==> src/terminal_cursor_tabstop_engine_top_macros.svh <==
// ----------------------------------------------------------------------------
// Cursor and tab stop engine assertion macros
// Concurrent assertion helpers used by the engine top level.
// ----------------------------------------------------------------------------
`ifndef TERMINAL_CURSOR_TABSTOP_ENGINE_TOP_MACROS_SVH
`define TERMINAL_CURSOR_TABSTOP_ENGINE_TOP_MACROS_SVH

`ifndef SYNTH
`define TCTE_ASSERT_SAME(label, clk, rst_n, ante, cons, msg) \
  label: assert property (@(posedge clk) disable iff (!rst_n) (ante) |-> (cons)) \
    else $error(msg);
`define TCTE_ASSERT_NEXT(label, clk, rst_n, ante, cons, msg) \
  label: assert property (@(posedge clk) disable iff (!rst_n) (ante) |=> (cons)) \
    else $error(msg);
`else
`define TCTE_ASSERT_SAME(label, clk, rst_n, ante, cons, msg)
`define TCTE_ASSERT_NEXT(label, clk, rst_n, ante, cons, msg)
`endif

`endif

==> src/tcte_pkg.sv <==
// ----------------------------------------------------------------------------
// Cursor and tab stop engine package
// Command codes, sizes and defaults used by the engine top level.
// ----------------------------------------------------------------------------
package tcte_pkg;

  localparam int MAX_COLS_DEF     = 256;
  localparam int TAB_INTERVAL_DEF = 8;
  localparam int WORD_BITS        = 16;
  localparam int CFG_DATA_W       = 9;
  localparam int CFG_ADDR_W       = 1;

  localparam logic [CFG_ADDR_W-1:0] REG_NUM_COLS = 1'd0;
  localparam logic [CFG_ADDR_W-1:0] REG_NUM_ROWS = 1'd1;

  localparam logic [3:0] CMD_RESET      = 4'd0;
  localparam logic [3:0] CMD_UP         = 4'd1;
  localparam logic [3:0] CMD_DOWN       = 4'd2;
  localparam logic [3:0] CMD_FWD        = 4'd3;
  localparam logic [3:0] CMD_BACK       = 4'd4;
  localparam logic [3:0] CMD_SETPOS     = 4'd5;
  localparam logic [3:0] CMD_SETPOS_ORG = 4'd6;
  localparam logic [3:0] CMD_NEXTLINE   = 4'd7;
  localparam logic [3:0] CMD_CLAMP      = 4'd8;
  localparam logic [3:0] CMD_SETREGION  = 4'd9;
  localparam logic [3:0] CMD_CLRREGION  = 4'd10;
  localparam logic [3:0] CMD_NEXTTAB    = 4'd11;
  localparam logic [3:0] CMD_PREVTAB    = 4'd12;
  localparam logic [3:0] CMD_SETTAB     = 4'd13;
  localparam logic [3:0] CMD_CLRTAB     = 4'd14;
  localparam logic [3:0] CMD_CLRALLTABS = 4'd15;

endpackage

==> src/tcte_ram.sv <==
// ----------------------------------------------------------------------------
// Generic RAM
// One write port and one read port with registered read data.
// ----------------------------------------------------------------------------
module tcte_ram #(
  parameter int WIDTH  = 16,
  parameter int DEPTH  = 16,
  parameter int ADDR_W = (DEPTH > 1) ? $clog2(DEPTH) : 1
) (
  input  logic              clk,
  input  logic              we,
  input  logic [ADDR_W-1:0] waddr,
  input  logic [WIDTH-1:0]  wdata,
  input  logic [ADDR_W-1:0] raddr,
  output logic [WIDTH-1:0]  rdata
);

  logic [WIDTH-1:0] mem [DEPTH];

  always_ff @(posedge clk) begin
    if (we) begin
      mem[waddr] <= wdata;
    end
    rdata <= mem[raddr];
  end

endmodule

==> src/terminal_cursor_tabstop_engine_top.sv <==
// Cursor and region commands run in the execute state; the done state registers their result.
// Tab set and clear below the marked length do one stop store read, then one write back.
// Tab queries read 0..16 words of 16 stops from the stop store.
// One command at a time: a word is taken only in the idle state, even while a result still waits.
// Reset is synchronous: cursor home, region cleared, registers 80 columns and 24 rows,
// stops at every TAB_INTERVAL column through per-word valid bits, no clearing pass.
// ----------------------------------------------------------------------------
// Cursor and tab stop engine top level
// Cursor, scroll region and tab stop store with a word-wide stop search.
// ----------------------------------------------------------------------------
`include "terminal_cursor_tabstop_engine_top_macros.svh"

module terminal_cursor_tabstop_engine_top #(
  parameter int MAX_COLS     = tcte_pkg::MAX_COLS_DEF,
  parameter int TAB_INTERVAL = tcte_pkg::TAB_INTERVAL_DEF
) (
  input  logic                            clk,
  input  logic                            rst_n,
  input  logic                            cfg_we,
  input  logic [tcte_pkg::CFG_ADDR_W-1:0] cfg_addr,
  input  logic [tcte_pkg::CFG_DATA_W-1:0] cfg_wdata,
  input  logic                            in_valid,
  output logic                            in_ready,
  input  logic [3:0]                      in_cmd,
  input  logic [7:0]                      in_count,
  input  logic [7:0]                      in_row_arg,
  input  logic [7:0]                      in_col_arg,
  input  logic [7:0]                      in_bottom_arg,
  output logic                            out_valid,
  input  logic                            out_ready,
  output logic [7:0]                      out_cursor_row,
  output logic [7:0]                      out_cursor_col,
  output logic [7:0]                      out_tab_col,
  output logic                            out_moved
);

  import tcte_pkg::*;

  localparam int COL_SPAN  = (MAX_COLS < 256) ? MAX_COLS : 256;
  localparam int NUM_WORDS = (COL_SPAN + WORD_BITS - 1) / WORD_BITS;
  localparam int AW        = (NUM_WORDS > 1) ? $clog2(NUM_WORDS) : 1;
  localparam int DEPTH     = 1 << AW;
  localparam logic [8:0] COL_SPAN_V = 9'(COL_SPAN);
  localparam logic [8:0] MARK_LEN_RST = (COL_SPAN < 80) ? 9'(COL_SPAN) : 9'd80;

  localparam logic [2:0] S_IDLE = 3'd0;
  localparam logic [2:0] S_EXEC = 3'd1;
  localparam logic [2:0] S_CHK  = 3'd2;
  localparam logic [2:0] S_MOD  = 3'd3;
  localparam logic [2:0] S_DONE = 3'd4;

  logic [2:0] state_r, state_nxt;
  logic [8:0] num_cols_r, num_rows_r;
  logic [8:0] mark_len_r, mark_len_nxt;
  logic [7:0] cur_row_r, cur_row_nxt, cur_col_r, cur_col_nxt;
  logic [7:0] top_r, top_nxt, bot_r, bot_nxt;
  logic [7:0] tab_r, tab_nxt;
  logic       moved_r, moved_nxt;
  logic       pat_mode_r, pat_mode_nxt;
  logic [DEPTH-1:0] vld_r, vld_nxt;
  logic [AW-1:0] chk_w_r, chk_w_nxt;
  logic [8:0] scan_col_r, scan_col_nxt;
  logic [AW-1:0] end_w_r, end_w_nxt;
  logic [3:0] cmd_r;
  logic [7:0] count_r, row_arg_r, col_arg_r, bot_arg_r;
  logic       out_valid_r, out_valid_nxt;
  logic [7:0] o_row_r, o_col_r, o_tab_r;
  logic       o_moved_r;

  logic [WORD_BITS-1:0] pat_w [DEPTH];
  logic [WORD_BITS-1:0] ram_rdata, ram_wdata, eff_word;
  logic                 ram_we;

  logic [8:0] cols, rows, cols_m1, rows_m1;
  logic [7:0] eff_bot;
  logic [8:0] base_col, s_next, col_b;
  logic [WORD_BITS-1:0] hit;
  logic [3:0] hit_pos;
  logic       found;
  logic [8:0] sum9;
  logic [8:0] lim9;
  logic [AW-1:0] cur_w;

  genvar gw, gb;
  generate
    for (gw = 0; gw < DEPTH; gw++) begin : g_pat_w
      for (gb = 0; gb < WORD_BITS; gb++) begin : g_pat_b
        localparam int C = gw * WORD_BITS + gb;
        assign pat_w[gw][gb] = (C != 0) && ((C % TAB_INTERVAL) == 0) && (C < MAX_COLS);
      end
    end
  endgenerate

  tcte_ram #(
    .WIDTH (WORD_BITS),
    .DEPTH (DEPTH),
    .ADDR_W(AW)
  ) u_stops (
    .clk  (clk),
    .we   (ram_we),
    .waddr(chk_w_r),
    .wdata(ram_wdata),
    .raddr(chk_w_nxt),
    .rdata(ram_rdata)
  );

  assign cols    = (num_cols_r == 9'd0) ? 9'd1 :
                   ((num_cols_r > COL_SPAN_V) ? COL_SPAN_V : num_cols_r);
  assign rows    = (num_rows_r == 9'd0) ? 9'd1 :
                   ((num_rows_r > 9'd256) ? 9'd256 : num_rows_r);
  assign cols_m1 = cols - 9'd1;
  assign rows_m1 = rows - 9'd1;
  assign eff_bot = (bot_r != 8'd0) ? bot_r : rows_m1[7:0];
  assign cur_w   = cur_col_r[4 +: AW];

  assign eff_word = vld_r[chk_w_r] ? ram_rdata :
                    (pat_mode_r ? pat_w[chk_w_r] : '0);
  assign base_col = 9'(chk_w_r) << 4;
  assign s_next   = 9'(cur_col_r) + 9'd1;

  always_comb begin
    hit     = '0;
    hit_pos = '0;
    for (int b = 0; b < WORD_BITS; b++) begin
      col_b = base_col + 9'(b);
      if (cmd_r == CMD_NEXTTAB) begin
        hit[b] = eff_word[b] && (col_b >= scan_col_r) && (col_b < cols) &&
                 (col_b < mark_len_r);
      end else begin
        hit[b] = eff_word[b] && (col_b <= scan_col_r) && (col_b != 9'd0) &&
                 (col_b < mark_len_r);
      end
    end
    if (cmd_r == CMD_NEXTTAB) begin
      for (int b = WORD_BITS - 1; b >= 0; b--) begin
        if (hit[b]) hit_pos = 4'(b);
      end
    end else begin
      for (int b = 0; b < WORD_BITS; b++) begin
        if (hit[b]) hit_pos = 4'(b);
      end
    end
    found = |hit;
  end

  assign ram_we    = (state_r == S_MOD);
  assign ram_wdata = (cmd_r == CMD_SETTAB) ? (eff_word | (16'd1 << cur_col_r[3:0])) :
                                             (eff_word & ~(16'd1 << cur_col_r[3:0]));

  always_comb begin
    state_nxt     = state_r;
    cur_row_nxt   = cur_row_r;
    cur_col_nxt   = cur_col_r;
    top_nxt       = top_r;
    bot_nxt       = bot_r;
    tab_nxt       = tab_r;
    moved_nxt     = moved_r;
    mark_len_nxt  = mark_len_r;
    pat_mode_nxt  = pat_mode_r;
    vld_nxt       = vld_r;
    chk_w_nxt     = chk_w_r;
    scan_col_nxt  = scan_col_r;
    end_w_nxt     = end_w_r;
    out_valid_nxt = out_valid_r && !out_ready;
    sum9          = '0;
    lim9          = '0;
    unique case (state_r)
      S_IDLE: begin
        if (in_valid) begin
          state_nxt = S_EXEC;
        end
      end
      S_EXEC: begin
        tab_nxt   = 8'd0;
        moved_nxt = 1'b0;
        state_nxt = S_DONE;
        unique case (cmd_r) inside
          CMD_RESET: begin
            cur_row_nxt  = 8'd0;
            cur_col_nxt  = 8'd0;
            top_nxt      = 8'd0;
            bot_nxt      = 8'd0;
            mark_len_nxt = cols;
            pat_mode_nxt = 1'b1;
            vld_nxt      = '0;
          end
          CMD_UP: begin
            lim9 = ((cur_row_r >= top_r) && (cur_row_r <= eff_bot)) ? 9'(top_r) : 9'd0;
            sum9 = 9'(count_r) + lim9;
            cur_row_nxt = (9'(cur_row_r) > sum9) ? (cur_row_r - count_r) : lim9[7:0];
          end
          CMD_DOWN: begin
            sum9 = 9'(cur_row_r) + 9'(count_r);
            cur_row_nxt = (sum9 < 9'(bot_arg_r)) ? sum9[7:0] : bot_arg_r;
          end
          CMD_FWD: begin
            sum9 = 9'(cur_col_r) + 9'(count_r);
            cur_col_nxt = (sum9 < cols_m1) ? sum9[7:0] : cols_m1[7:0];
          end
          CMD_BACK: begin
            cur_col_nxt = (cur_col_r > count_r) ? (cur_col_r - count_r) : 8'd0;
          end
          CMD_SETPOS: begin
            cur_row_nxt = (9'(row_arg_r) < rows_m1) ? row_arg_r : rows_m1[7:0];
            cur_col_nxt = (9'(col_arg_r) < cols_m1) ? col_arg_r : cols_m1[7:0];
          end
          CMD_SETPOS_ORG: begin
            sum9 = 9'(row_arg_r) + 9'(top_r);
            cur_row_nxt = (sum9 < 9'(eff_bot)) ? sum9[7:0] : eff_bot;
            cur_col_nxt = (9'(col_arg_r) < cols_m1) ? col_arg_r : cols_m1[7:0];
          end
          CMD_NEXTLINE: begin
            sum9 = 9'(cur_row_r) + 9'd1;
            if (cur_row_r < bot_arg_r) begin
              cur_row_nxt = sum9[7:0];
              moved_nxt   = 1'b1;
            end else if (cur_row_r > bot_arg_r) begin
              cur_row_nxt = (sum9 < rows_m1) ? sum9[7:0] : rows_m1[7:0];
              moved_nxt   = 1'b1;
            end
          end
          CMD_CLAMP: begin
            cur_row_nxt = (9'(cur_row_r) < rows_m1) ? cur_row_r : rows_m1[7:0];
            cur_col_nxt = (9'(cur_col_r) < cols_m1) ? cur_col_r : cols_m1[7:0];
          end
          CMD_SETREGION: begin
            top_nxt = row_arg_r;
            bot_nxt = bot_arg_r;
          end
          CMD_CLRREGION: begin
            top_nxt = 8'd0;
            bot_nxt = 8'd0;
          end
          CMD_NEXTTAB: begin
            if (s_next >= cols) begin
              tab_nxt = cols_m1[7:0];
            end else begin
              scan_col_nxt = s_next;
              chk_w_nxt    = s_next[4 +: AW];
              end_w_nxt    = cols_m1[4 +: AW];
              state_nxt    = S_CHK;
            end
          end
          CMD_PREVTAB: begin
            if (cur_col_r > 8'd1) begin
              lim9 = 9'(cur_col_r) - 9'd1;
              scan_col_nxt = (lim9 < COL_SPAN_V) ? lim9 : (COL_SPAN_V - 9'd1);
              chk_w_nxt    = scan_col_nxt[4 +: AW];
              end_w_nxt    = '0;
              state_nxt    = S_CHK;
            end
          end
          CMD_SETTAB, CMD_CLRTAB: begin
            if (9'(cur_col_r) < mark_len_r) begin
              chk_w_nxt = cur_w;
              state_nxt = S_MOD;
            end
          end
          default: begin
            pat_mode_nxt = 1'b0;
            vld_nxt      = '0;
          end
        endcase
      end
      S_CHK: begin
        if (found) begin
          tab_nxt   = base_col[7:0] + 8'(hit_pos);
          state_nxt = S_DONE;
        end else if (chk_w_r == end_w_r) begin
          tab_nxt   = (cmd_r == CMD_NEXTTAB) ? cols_m1[7:0] : 8'd0;
          state_nxt = S_DONE;
        end else begin
          chk_w_nxt = (cmd_r == CMD_NEXTTAB) ? (chk_w_r + AW'(1)) : (chk_w_r - AW'(1));
        end
      end
      S_MOD: begin
        vld_nxt[chk_w_r] = 1'b1;
        state_nxt        = S_DONE;
      end
      S_DONE: begin
        if (!out_valid_r || out_ready) begin
          out_valid_nxt = 1'b1;
          state_nxt     = S_IDLE;
        end
      end
      default: begin
        state_nxt = S_IDLE;
      end
    endcase
  end

  assign in_ready = (state_r == S_IDLE);

  always_ff @(posedge clk) begin
    if (!rst_n) begin
      state_r     <= S_IDLE;
      num_cols_r  <= 9'd80;
      num_rows_r  <= 9'd24;
      mark_len_r  <= MARK_LEN_RST;
      cur_row_r   <= '0;
      cur_col_r   <= '0;
      top_r       <= '0;
      bot_r       <= '0;
      tab_r       <= '0;
      moved_r     <= 1'b0;
      pat_mode_r  <= 1'b1;
      vld_r       <= '0;
      chk_w_r     <= '0;
      scan_col_r  <= '0;
      end_w_r     <= '0;
      out_valid_r <= 1'b0;
    end else begin
      state_r     <= state_nxt;
      mark_len_r  <= mark_len_nxt;
      cur_row_r   <= cur_row_nxt;
      cur_col_r   <= cur_col_nxt;
      top_r       <= top_nxt;
      bot_r       <= bot_nxt;
      tab_r       <= tab_nxt;
      moved_r     <= moved_nxt;
      pat_mode_r  <= pat_mode_nxt;
      vld_r       <= vld_nxt;
      chk_w_r     <= chk_w_nxt;
      scan_col_r  <= scan_col_nxt;
      end_w_r     <= end_w_nxt;
      out_valid_r <= out_valid_nxt;
      if (cfg_we) begin
        unique case (cfg_addr)
          REG_NUM_COLS: num_cols_r <= cfg_wdata;
          REG_NUM_ROWS: num_rows_r <= cfg_wdata;
          default: begin
          end
        endcase
      end
    end
  end

  always_ff @(posedge clk) begin
    if (in_valid && in_ready) begin
      cmd_r     <= in_cmd;
      count_r   <= in_count;
      row_arg_r <= in_row_arg;
      col_arg_r <= in_col_arg;
      bot_arg_r <= in_bottom_arg;
    end
    if ((state_r == S_DONE) && (!out_valid_r || out_ready)) begin
      o_row_r   <= cur_row_r;
      o_col_r   <= cur_col_r;
      o_tab_r   <= tab_r;
      o_moved_r <= moved_r;
    end
  end

  assign out_valid      = out_valid_r;
  assign out_cursor_row = o_row_r;
  assign out_cursor_col = o_col_r;
  assign out_tab_col    = o_tab_r;
  assign out_moved      = o_moved_r;

  `TCTE_ASSERT_NEXT(a_accept_exec, clk, rst_n, in_valid && in_ready, state_r == S_EXEC, "accepted word did not start execution")
  `TCTE_ASSERT_SAME(a_scan_cmd, clk, rst_n, state_r == S_CHK, cmd_r == CMD_NEXTTAB || cmd_r == CMD_PREVTAB, "stop scan for a non-query command")
  `TCTE_ASSERT_SAME(a_write_gated, clk, rst_n, ram_we, 9'(cur_col_r) < mark_len_r, "stop store write beyond the marked columns")

endmodule
==> config.mk <==
export PLATFORM = sky130hd
export DESIGN_NAME = terminal_cursor_tabstop_engine_top
export DESIGN_NICKNAME = d
export VERILOG_FILES = /design/src/tcte_pkg.sv /design/src/tcte_ram.sv /design/src/terminal_cursor_tabstop_engine_top.sv
export VERILOG_INCLUDE_DIRS = /design/src /design/src/src
export SDC_FILE = /design/constraint.sdc
export NUM_CORES = 1
export LEC_CHECK = 0
export BUFFER_PORTS_ARGS = -buffer_cell sky130_fd_sc_hd__buf_2
export CELL_PAD_IN_SITES_DETAIL_PLACEMENT = 0
export CELL_PAD_IN_SITES_GLOBAL_PLACEMENT = 1
export CORE_MARGIN = 1
export CORE_UTILIZATION = 50
export DETAILED_ROUTE_END_ITERATION = 7
export PLACE_DENSITY = 0.78
export SYNTH_ARGS = -nofsm -noshare
export SYNTH_HDL_FRONTEND = slang
export SYNTH_HIERARCHICAL = 1
export SYNTH_SLANG_ARGS = --single-unit
==> constraint.sdc <==
create_clock -name clk -period 8.25 [get_ports clk]
set_input_delay 1.65 -clock clk [delete_from_list [all_inputs] [get_ports clk]]
set_output_delay 1.65 -clock clk [all_outputs]
set_load 0.03 [all_outputs]
==> After elaboration in Yosys (flattened, before gate mapping) <==
Memory sizes are Yosys's and may differ from the RTL's. A register that Yosys moved wholly into a read port is not among the register bits.
Cells that the tools add are included.
{ "op_classes": {"add_sub_neg": 29, "n_eq_ne": 28, "n_lt_le_gt_ge": 87, "shift": 1, "muxes": 119, "bitwise": 7, "reduce_logical": 147} }
{ "op_table": {"columns": ["operator", "n"], "rows": [
  ["$lt A9 B9 Y1", 32],
  ["$mux W8", 19],
  ["$ge A9 B9 Y1", 16],
  ["$reduce_bool A9 Y1", 16],
  ["$mux W4", 34],
  ["$le A9 B9 Y1", 15],
  ["$logic_and A1 B1 Y1", 101],
  ["$mux W16", 6],
  ["$add A8 B4 Y9 const B", 8],
  ["$lt A8 B9 Y1", 7],
  ["$mux W9", 7],
  ["$pmux W8 S7", 1],
  ["$pmux W8 S2", 3],
  ["$pmux W8 S5", 1],
  ["$add A8 B3 Y9 const B", 4],
  ["$add A8 B8 Y9", 4],
  ["$or A16 B16 Y16", 2],
  ["$pmux W16 S2", 1],
  ["$mux W3", 10],
  ["$eq A4 B4 Y1 const B", 7],
  ["$add A8 B1 Y9 const B", 3],
  ["$mux W1", 26],
  ["$add A8 B2 Y9 const B", 2],
  ["$gt A9 B9 Y1 const B", 2],
  ["other kinds (59)", 91]
]} }
{ "word_totals": {"mem_count": 2, "output_inout_bits": 27, "ramBits": 256, "inputBits": 51, "ff_bits": 167, "word_cells": 445, "mem_bits_ro": 256} }
{ "mem_list": {"columns": ["name", "depth", "width", "rd", "rd_clocked_by_memory_dff", "write_ports", "line", "text"], "rows": [
  ["(no name shown)", 16, 16, 1, 0, 0, "terminal_cursor_tabstop_engine_top.sv:117", "(pat_mode_r ? pat_w[chk_w_r] : '0);"],
  ["u_stops.mem", 16, 16, 1, 1, 1, "tcte_ram.sv:18", "logic [WIDTH-1:0] mem [DEPTH];"]
]} }

==> Depth between registers and ports, before layout <==
Gate-level depths: netlist of the first run.
{ "depth": {"word_depth": 30, "ltp_mapped": 34} }

==> Modules after synthesis <==
The synthesis of the first run kept the hierarchy.
{ "by_module_without_submodules": {"columns": ["module", "cells_per_inst", "area_each_um2", "n_inst", "seq_area_each_um2"], "rows": [
  ["terminal_cursor_tabstop_engine_top", 1798, 14881.8, 1, 3953.8],
  ["tcte_ram", 432, 10043.4, 1, 8007.7]
]} }

==> Worst setup path after synthesis of the first run <==
Ideal clock, no wire load.
{ "synth_timing": {"path_type": "register -> register", "start": "reg num_rows_r[5]", "end": "reg cur_row_r[3]", "path_buffers": 1, "path_stages_with_launch": 35, "period_less_slack_ns": 6.466, "required_ns": 8.193, "arrival_ns": 6.409, "setup_slack_ns": 1.784, "path_cell_list": "dfxtp_1 nor4_1 a21oi_1 or2_2 clkbuf_1 ha_1 xnor2_1 inv_1 a21oi_1 ha_1 o21ai_0 nand2b_1 a21oi_1 or2_2 o211ai_1 a21oi_2 and2_1 ha_1 fa_1 a21o_1 a21oi_1 o21bai_1 a21oi_1 xor2_1 ha_1 o21ai_0 nand2b_1 a21oi_1 or3_1 a221oi_1 nand2_1 nor3_1 a221oi_1 o221ai_1 o21ba_2"} }
{ "synth_via": {"elab_chain_len": 12, "elab_cells_between_ends": 25, "classes_between": "add/sub (2); order compare (7); eq/ne (1); mux (12); reduce/logical (3)"} }
{ "synth_lines": {"columns": ["item", "line", "text"], "rows": [
  ["start, declared", "terminal_cursor_tabstop_engine_top.sv:53", "logic [8:0] num_cols_r, num_rows_r;"],
  ["start signal, assigned", "terminal_cursor_tabstop_engine_top.sv:330", "REG_NUM_ROWS: num_rows_r <= cfg_wdata;"],
  ["$gt A9 B9 Y1", "terminal_cursor_tabstop_engine_top.sv:110", "((num_rows_r > 9'd256) ? 9'd256 : num_rows_r);"],
  ["$mux W9", "terminal_cursor_tabstop_engine_top.sv:110", null],
  ["$mux W9 *", "terminal_cursor_tabstop_engine_top.sv:109", "assign rows = (num_rows_r == 9'd0) ? 9'd1 :"],
  ["$sub A9 B1 Y9 *", "terminal_cursor_tabstop_engine_top.sv:112", "assign rows_m1 = rows - 9'd1;"],
  ["$mux W8", "terminal_cursor_tabstop_engine_top.sv:113", "assign eff_bot = (bot_r != 8'd0) ? bot_r : rows_m1[7:0];"],
  ["$le A8 B8 Y1", "terminal_cursor_tabstop_engine_top.sv:188", "lim9 = ((cur_row_r >= top_r) && (cur_row_r <= eff_bot)) ? 9'(top_r) : 9'd0;"],
  ["$logic_and A1 B1 Y1", "terminal_cursor_tabstop_engine_top.sv:188", null],
  ["$mux W8", "terminal_cursor_tabstop_engine_top.sv:188", null],
  ["$add A8 B8 Y9", "terminal_cursor_tabstop_engine_top.sv:189", "sum9 = 9'(count_r) + lim9;"],
  ["$gt A8 B9 Y1", "terminal_cursor_tabstop_engine_top.sv:190", "cur_row_nxt = (9'(cur_row_r) > sum9) ? (cur_row_r - count_r) : lim9[7:0];"],
  ["$mux W8", "terminal_cursor_tabstop_engine_top.sv:190", null],
  ["$pmux W8 S7", "terminal_cursor_tabstop_engine_top.sv:177", "unique case (cmd_r) inside"],
  ["end signal, assigned", "terminal_cursor_tabstop_engine_top.sv:315", "cur_row_r <= cur_row_nxt;"],
  ["end, declared", "terminal_cursor_tabstop_engine_top.sv:55", "logic [7:0] cur_row_r, cur_row_nxt, cur_col_r, cur_col_nxt;"]
]} }
Mark *: on every way between the ends. The rest lies on a longest branch, timed or not. The select of a mux whose other input is x is not followed.
A chain may end at the register's enable or synchronous reset.

==> Worst setup path after layout of the first run <==
Same ends and word-level chain as after synthesis.

==> summary.md, run 1 <==
| Metric | Value |
|---|---|
| Status | complete, no violations |
| Top-count cell post-synth | edfxtp_1 |
| Root Driver | clkbuf_16 |
| Worst reg-to-reg setup slack | 620 ps |
| Top Ports | 78 |
| Distinct cells, synth | 102 |
| DIE WIDTH | 225 µm |
| Slew HR | 0.178 |
| Top cell by count, worst path | a21oi_1 |
| Synthesized Nets | between 2,000 and 2,500 |
| H-tree levels | 2 |
| Die area | 0.0507 mm² |
| Cts bufs inserted | 48 |
| Final Hold Violating Endpoints | 0 |
| Reg clk slew, reported paths | roughly 60 ps |
| Final worst path period share | 0.925 |
| Largest net degree at the start of global routing | 66 |
| Final Slew Violations | 0 |
| FP Rows | 81 |
| Post-route ant nets | 0 |
| # clock sinks | 439 |
| HPWL Detailed | 54,100 µm |
| Register bit total from synthesis | 439 |
| Max Buffers Root-to-Sink | 3 |
| Arrival time at the worst endpoint | between 8000 and 9000 ps |
| Ys Warns | 6 |
| Post-CTS Hold Buffers | 0 |
| Setup tns final | 0 ps |
| RePlAce Congestion | 0.917 |
| Total power | 5.25 mW |
| Reg2reg start | num_rows_r[5]$_SDFFE_PN0P_ |
| Initial antenna violation count | 2 |
| CP startpoint kind | flip-flop |
| CTS tree | built |
| Power density over cell area | 189 mW/mm² |
| Synth top area share | 0.382 |
| Initial Util | 0.508 |
| Post-Syn Area | 0.0249 mm² |
| First-pass GRT wire length | 116,000 µm |
| Hold Crit Endpoint | out_tab_col[7]$_DFFE_PP_ |
| Clk_skew | about 49 ps |
| Worst hold start | tab_r[7]$_SDFFE_PN0P_ |
| Post-synth ARST share | 0 |
| RSZ-0062 raised after global routing | false |
| Die Y | 225 µm |
| Max-Cap Viols | 0 |
| Vias in the first global route | roughly 19,000 |
| Port Buffers | 77 |
| R2R Path End | cur_row_r[3]$_SDFFE_PN0P_ |
| Routed vias | approximately 19,000 |
| Drt total wl | just under 80,000 µm |
| Type of the tightest min-delay check | flip-flop to flip-flop |
| VDD IR-drop max | 0.209 mV |
| Area Growth Syn to Fin | 11.6% |
| Hold path cells | 0 |
| Sequential element share of the synthesized area | 0.480 |
| Gate count of the mapped netlist | 2,230 |
| CP max-delay cell | nor4_1 |
| Crit path kind | flip-flop to flip-flop |
| Crit path largest cell delay | 570 ps |
| Post-route DRC | 0 |
| Post-CTS setup buffers | 0 |
| TritonRoute pass-1 iters | 5 |
| Drt first-iter violations | 1,849 |
| Fin crit period | 7630 ps |
| # nets final | 2,548 |
| Top post-synthesis cells by area | edfxtp_1 (38%), dfxtp_1 (9.8%), ha_1 (8.8%), mux4_2 (5.1%), a21oi_1 (2.7%) |
| LEAKAGE | 9.87 nW |
| Synth top cells by count | edfxtp_1 (317), ha_1 (176), nand2_1 (169) |
| Skew-Pair Late Insertion Delay | 610 ps |
| Overflow after GRT | 0 |
| Final setup viols | 0 |
| CP Max Fanout | 9 |
| FMAX | 0.131 GHz |
| Largest area contributor in the netlist | edfxtp_1 |
| Path depth of the worst reg2reg path | 29 |
| Avg WL per Cell | 25.5 µm |
| Via density | 6.35 |
| Number of synthesized flops with an enable pin | 317 |
| Most common flop cell mapped by yosys | edfxtp_1 |
| CP required | 8740 ps |
| # fillers | 4,231 |
| Overall Global Routing Usage | 0.305 |
| Syn avg cell area | about 11 µm² |
| Element type at the critical path end | flip-flop |
| Post_cts resized | 0 |
| CORE AREA | 0.0491 mm² |
| Layout cells sized above 1 | 0.144 |
| Actual slew at the worst max-slew pin | 1200 ps |
## cell families (layout without fill, tap and decap cells)
logic type / Yosys count / count (layout) / share of synthesized area
compound gates: 605 / 605 / 0.166
fa+ha+maj: 184 / 184 / 0.0944
other cells: 0 / 1 / 0
xor+xnor: 66 / 66 / 0.0232
mux: 89 / 89 / 0.0712
buf+inv: 203 / 326 / 0.0338
flops: 439 / 439 / 0.480
simple gates: 644 / 644 / 0.131
## cells in the final DEF (no fill, tap or decap), types with 77 or more instances in the layout
| cell type | netlist | layout |
|---|---|---|
| edfxtp_1 | 317 | 317 |
| ha_1 | 176 | 176 |
| nand2_1 | 169 | 169 |
| a21oi_1 | 136 | 136 |
| nor2_1 | 135 | 122 |
| dfxtp_1 | 122 | 122 |
| o21ai_0 | 112 | 110 |
| inv_1 | 97 | 97 |
| nand3_1 | 82 | 82 |
| buf_2 | 14 | 77 |
## per-stage QoR
step	hold slack (ps)	instance area, µm²	std cells	utilization	setup WS, ps
5_1_grt	435	27800	3018	0.567	22.2
3_5_place_dp	411	26200	2928	0.535	618
6_report	425	27800	3018	0.567	617
3_3_place_gp	410	26200	2928	0.535	828
2_1_floorplan	403	24900	2230	-	1780
4_1_cts	428	27800	3017	0.567	610
## registers in the layout (all words and copies together) (netlist names), 9 cells and up
signal,cells
u_stops/rdata,16
scan_col_r,9
vld_r,16
num_cols_r,9
u_stops/mem,256
mark_len_r,9
num_rows_r,9
## routing by layer
metal	global-route usage	routed length, µm	vias up
li1	-	-	8723
met1	0.402	32100	9491
met2	0.510	37100	787
met3	0.0382	4720	178
met4	0.126	2860	0
met5	0	0	-
## worst max-delay path by stage
| stage | startpoint | end | slack [ps] |
|---|---|---|---|
| 2_1_floorplan | num_rows_r[5]$_SDFFE_PN0P_ | cur_row_r[3]$_SDFFE_PN0P_ | 1780 |
| 3_3_place_gp | num_rows_r[4]$_SDFFE_PN1P_ | cur_row_r[6]$_SDFFE_PN0P_ | 830 |
| 3_5_place_dp | num_rows_r[5]$_SDFFE_PN0P_ | cur_row_r[3]$_SDFFE_PN0P_ | 620 |
| 4_1_cts | num_rows_r[5]$_SDFFE_PN0P_ | cur_row_r[3]$_SDFFE_PN0P_ | 610 |
| 5_1_grt | num_rows_r[5]$_SDFFE_PN0P_ | cur_row_r[3]$_SDFFE_PN0P_ | 20 |
| 6_report | num_rows_r[5]$_SDFFE_PN0P_ | cur_row_r[3]$_SDFFE_PN0P_ | 620 |
## power breakdown
part / leakage [nW] / switching (mW) / internal, mW
clock network: 0.763 / 0.899 / 1.25
registers: 3.59 / 0.0648 / 2.38
logic: 5.51 / 0.403 / 0.245
## layout make-up
class                   instances  area, µm²  area share
diodes                          1       2.50   0.0000900
clock buffers                  60       1260      0.0452
repair buffers                136        841      0.0302
flip-flops and latches        439      12000       0.430
clock inverters                29        327      0.0117
inverters                     101        379      0.0136
multi-input cells            1588      12200       0.439
well taps                     664        831      0.0299
## worst max-delay path, delay by kind of cell, from the launching register on
family / cells / cell delay (ps)
flops: 1 / 360
simple gates: 8 / 2560
fa+ha+maj: 3 / 780
compound gates: 15 / 3330
xor+xnor: 2 / 300
buf+inv: 1 / 190
Note: power is estimated with default switching activity, not from simulation.
==> inputs of run 2 (changes only) <==
PLACE_DENSITY = 0.88   (was 0.78)
==> summary.md, run 2 (same netlist as run 1, synthesis figures left out) <==
| Metric | Value |
|---|---|
| CP startpoint kind | flip-flop |
| Setup tns final | 0 ps |
| RSZ-0062 raised after global routing | false |
| Die area | 0.0507 mm² |
| LEAKAGE | 9.83 nW |
| VDD IR-drop max | 0.265 mV |
| # fillers | ~4,000 |
| FP Rows | 81 |
| Largest registers | u_stops/mem (256), u_stops/rdata (16), vld_r (16) |
| Commonest cells after routing, fill and taps aside | edfxtp_1 (317), ha_1 (176), nand2_1 (169) |
| Layout cells sized above 1 | 0.138 |
| Arrival time at the worst endpoint | 7990 ps |
| Initial antenna violation count | 1 |
| RePlAce Congestion | 0.978 |
| Final worst path period share | 0.909 |
| Top cell by count, worst path | a21oi_1 |
| Routed vias | between 15,000 and 20,000 |
| Overflow after GRT | 0 |
| Power density over cell area | around 190 mW/mm² |
| # nets final | 2,545 |
| DP Cell Count | just under 3,000 |
| Slew HR | 0.217 |
| Fin crit period | around 7500 ps |
| Type of the tightest min-delay check | flip-flop to flip-flop |
| Place WS | between 600 and 700 ps |
| Clk_skew | between 50 and 60 ps |
| CP required | slightly below 9000 ps |
| HPWL Detailed | 51,700 µm |
| Ant diodes | 0 |
| DIE WIDTH | between 200 and 250 µm |
| Max-Cap Viols | 0 |
| Overall Global Routing Usage | 0.296 |
| Actual slew at the worst max-slew pin | 1160 ps |
| Post-CTS Hold Buffers | 0 |
| Max FFs per register | approximately 260 |
| Largest reg by FF count | u_stops/mem |
| Max Buffers Root-to-Sink | 3 |
| CTS tree | built |
| CORE AREA | 0.0491 mm² |
| Status | complete, no violations |
| Crit path kind | flip-flop to flip-flop |
| Post-route ant nets | 0 |
| Avg WL per Cell | 24.8 µm |
| Total power | approximately 5.2 mW |
| Buf+Inv Stages, Crit Path | 1 |
| Final Non-Filler Cells | 3,013 |
| H-tree levels | 2 |
| Root Driver | clkbuf_16 |
| Vias in the first global route | 18,600 |
| Crit path largest cell delay | 480 ps |
| Post-route DRC | 0 |
| TritonRoute pass-1 iters | 5 |
| Commonest non-fill, non-tap cell in the layout | edfxtp_1 |
| Drt first-iter violations | 1,935 |
| Element type at the critical path end | flip-flop |
| Area Growth Syn to Fin | 11.2% |
| Final WS setup | roughly 750 ps |
| CP Max Fanout | 9 |
| FMAX | 0.133 GHz |
| Crit path max-delay family | compound AO/OA/AOI/OAI gates |
| Cts bufs inserted | 47 |
| Largest net degree at the start of global routing | 66 |
| Drt total wl | 74,800 µm |
| Die Y | 225 µm |
| Initial Util | 0.508 |
| # clock sinks | 439 |
| Skew-Pair Late Insertion Delay | 630 ps |
| Reg clk slew, reported paths | 60 ps |
| Via density | approximately 6.4 |
| First-pass GRT wire length | 113,000 µm |
| Final setup viols | 0 |
| Port Buffers | 77 |
| Final Hold Violating Endpoints | 0 |
| Final Slew Violations | 0 |
| Top Ports | 78 |
| CP max-delay cell | or3_1 |
## run 2: cell types whose count changed in the layout (fill, tap and decap cells not counted), moves of 2 or more
cell	delta
buf_4	-2
clkinv_16	+2
nor2_2	-12
o21ai_1	+3
o21ai_0	-3
bufinv_16	-3
clkbuf_1	-3
nor2_1	+12
## run 2: what timing repair did
action,CTS,global route
gates resized for setup,0,1
endpoints found under the setup margin,0,2
buffers inserted,0,0
## run 2: report_power, final
group,internal [mW],switching [mW],total [mW]
clock network,1.15,0.929,2.08
registers,2.38,0.0648,2.45
logic,0.242,0.400,0.641
total,3.78,1.39,5.17
## run 2: metal layers
metal | global-route usage | wire length (µm)
met4 | 0.113 | 2740
met2 | 0.468 | 34600
met1 | 0.411 | 31500
met3 | 0.0434 | 5970
met5 | 0 | 9
## run 2: worst paths after layout
kind / start / depth (start not counted) / slack, ps / end
worst max-delay path: num_rows_r[4]$_SDFFE_PN1P_ / 29 / 750 / cur_row_r[3]$_SDFFE_PN0P_
worst max register to register: num_rows_r[4]$_SDFFE_PN1P_ / 29 / 750 / cur_row_r[3]$_SDFFE_PN0P_
worst min-delay path: tab_r[2]$_SDFFE_PN0P_ / 0 / 430 / out_tab_col[2]$_DFFE_PP_
worst min register to register: tab_r[2]$_SDFFE_PN0P_ / 0 / 430 / out_tab_col[2]$_DFFE_PP_
## run 2: stage by stage
| stage | instance area [µm²] | hold WS (ps) | utilization |
|---|---|---|---|
| after global routing | 27700 | 437 | 0.565 |
| after floorplan | 24900 | 403 | - |
| final | 27700 | 428 | 0.565 |
| after CTS | 27700 | 430 | 0.565 |
| after detailed placement | 26200 | 413 | 0.534 |
| after global placement | 26200 | 419 | 0.534 |
## run 2: final cells by class
class                           count  area, µm²  area share
Tap cell                          664        831      0.0300
Multi-Input combinational cell   1588      12200       0.440
Clock inverter                     30        299      0.0108
Timing Repair Buffer              134        826      0.0298
Clock buffer                       57       1230      0.0445
Inverter                          101        379      0.0137
Sequential cell                   439      12000       0.432
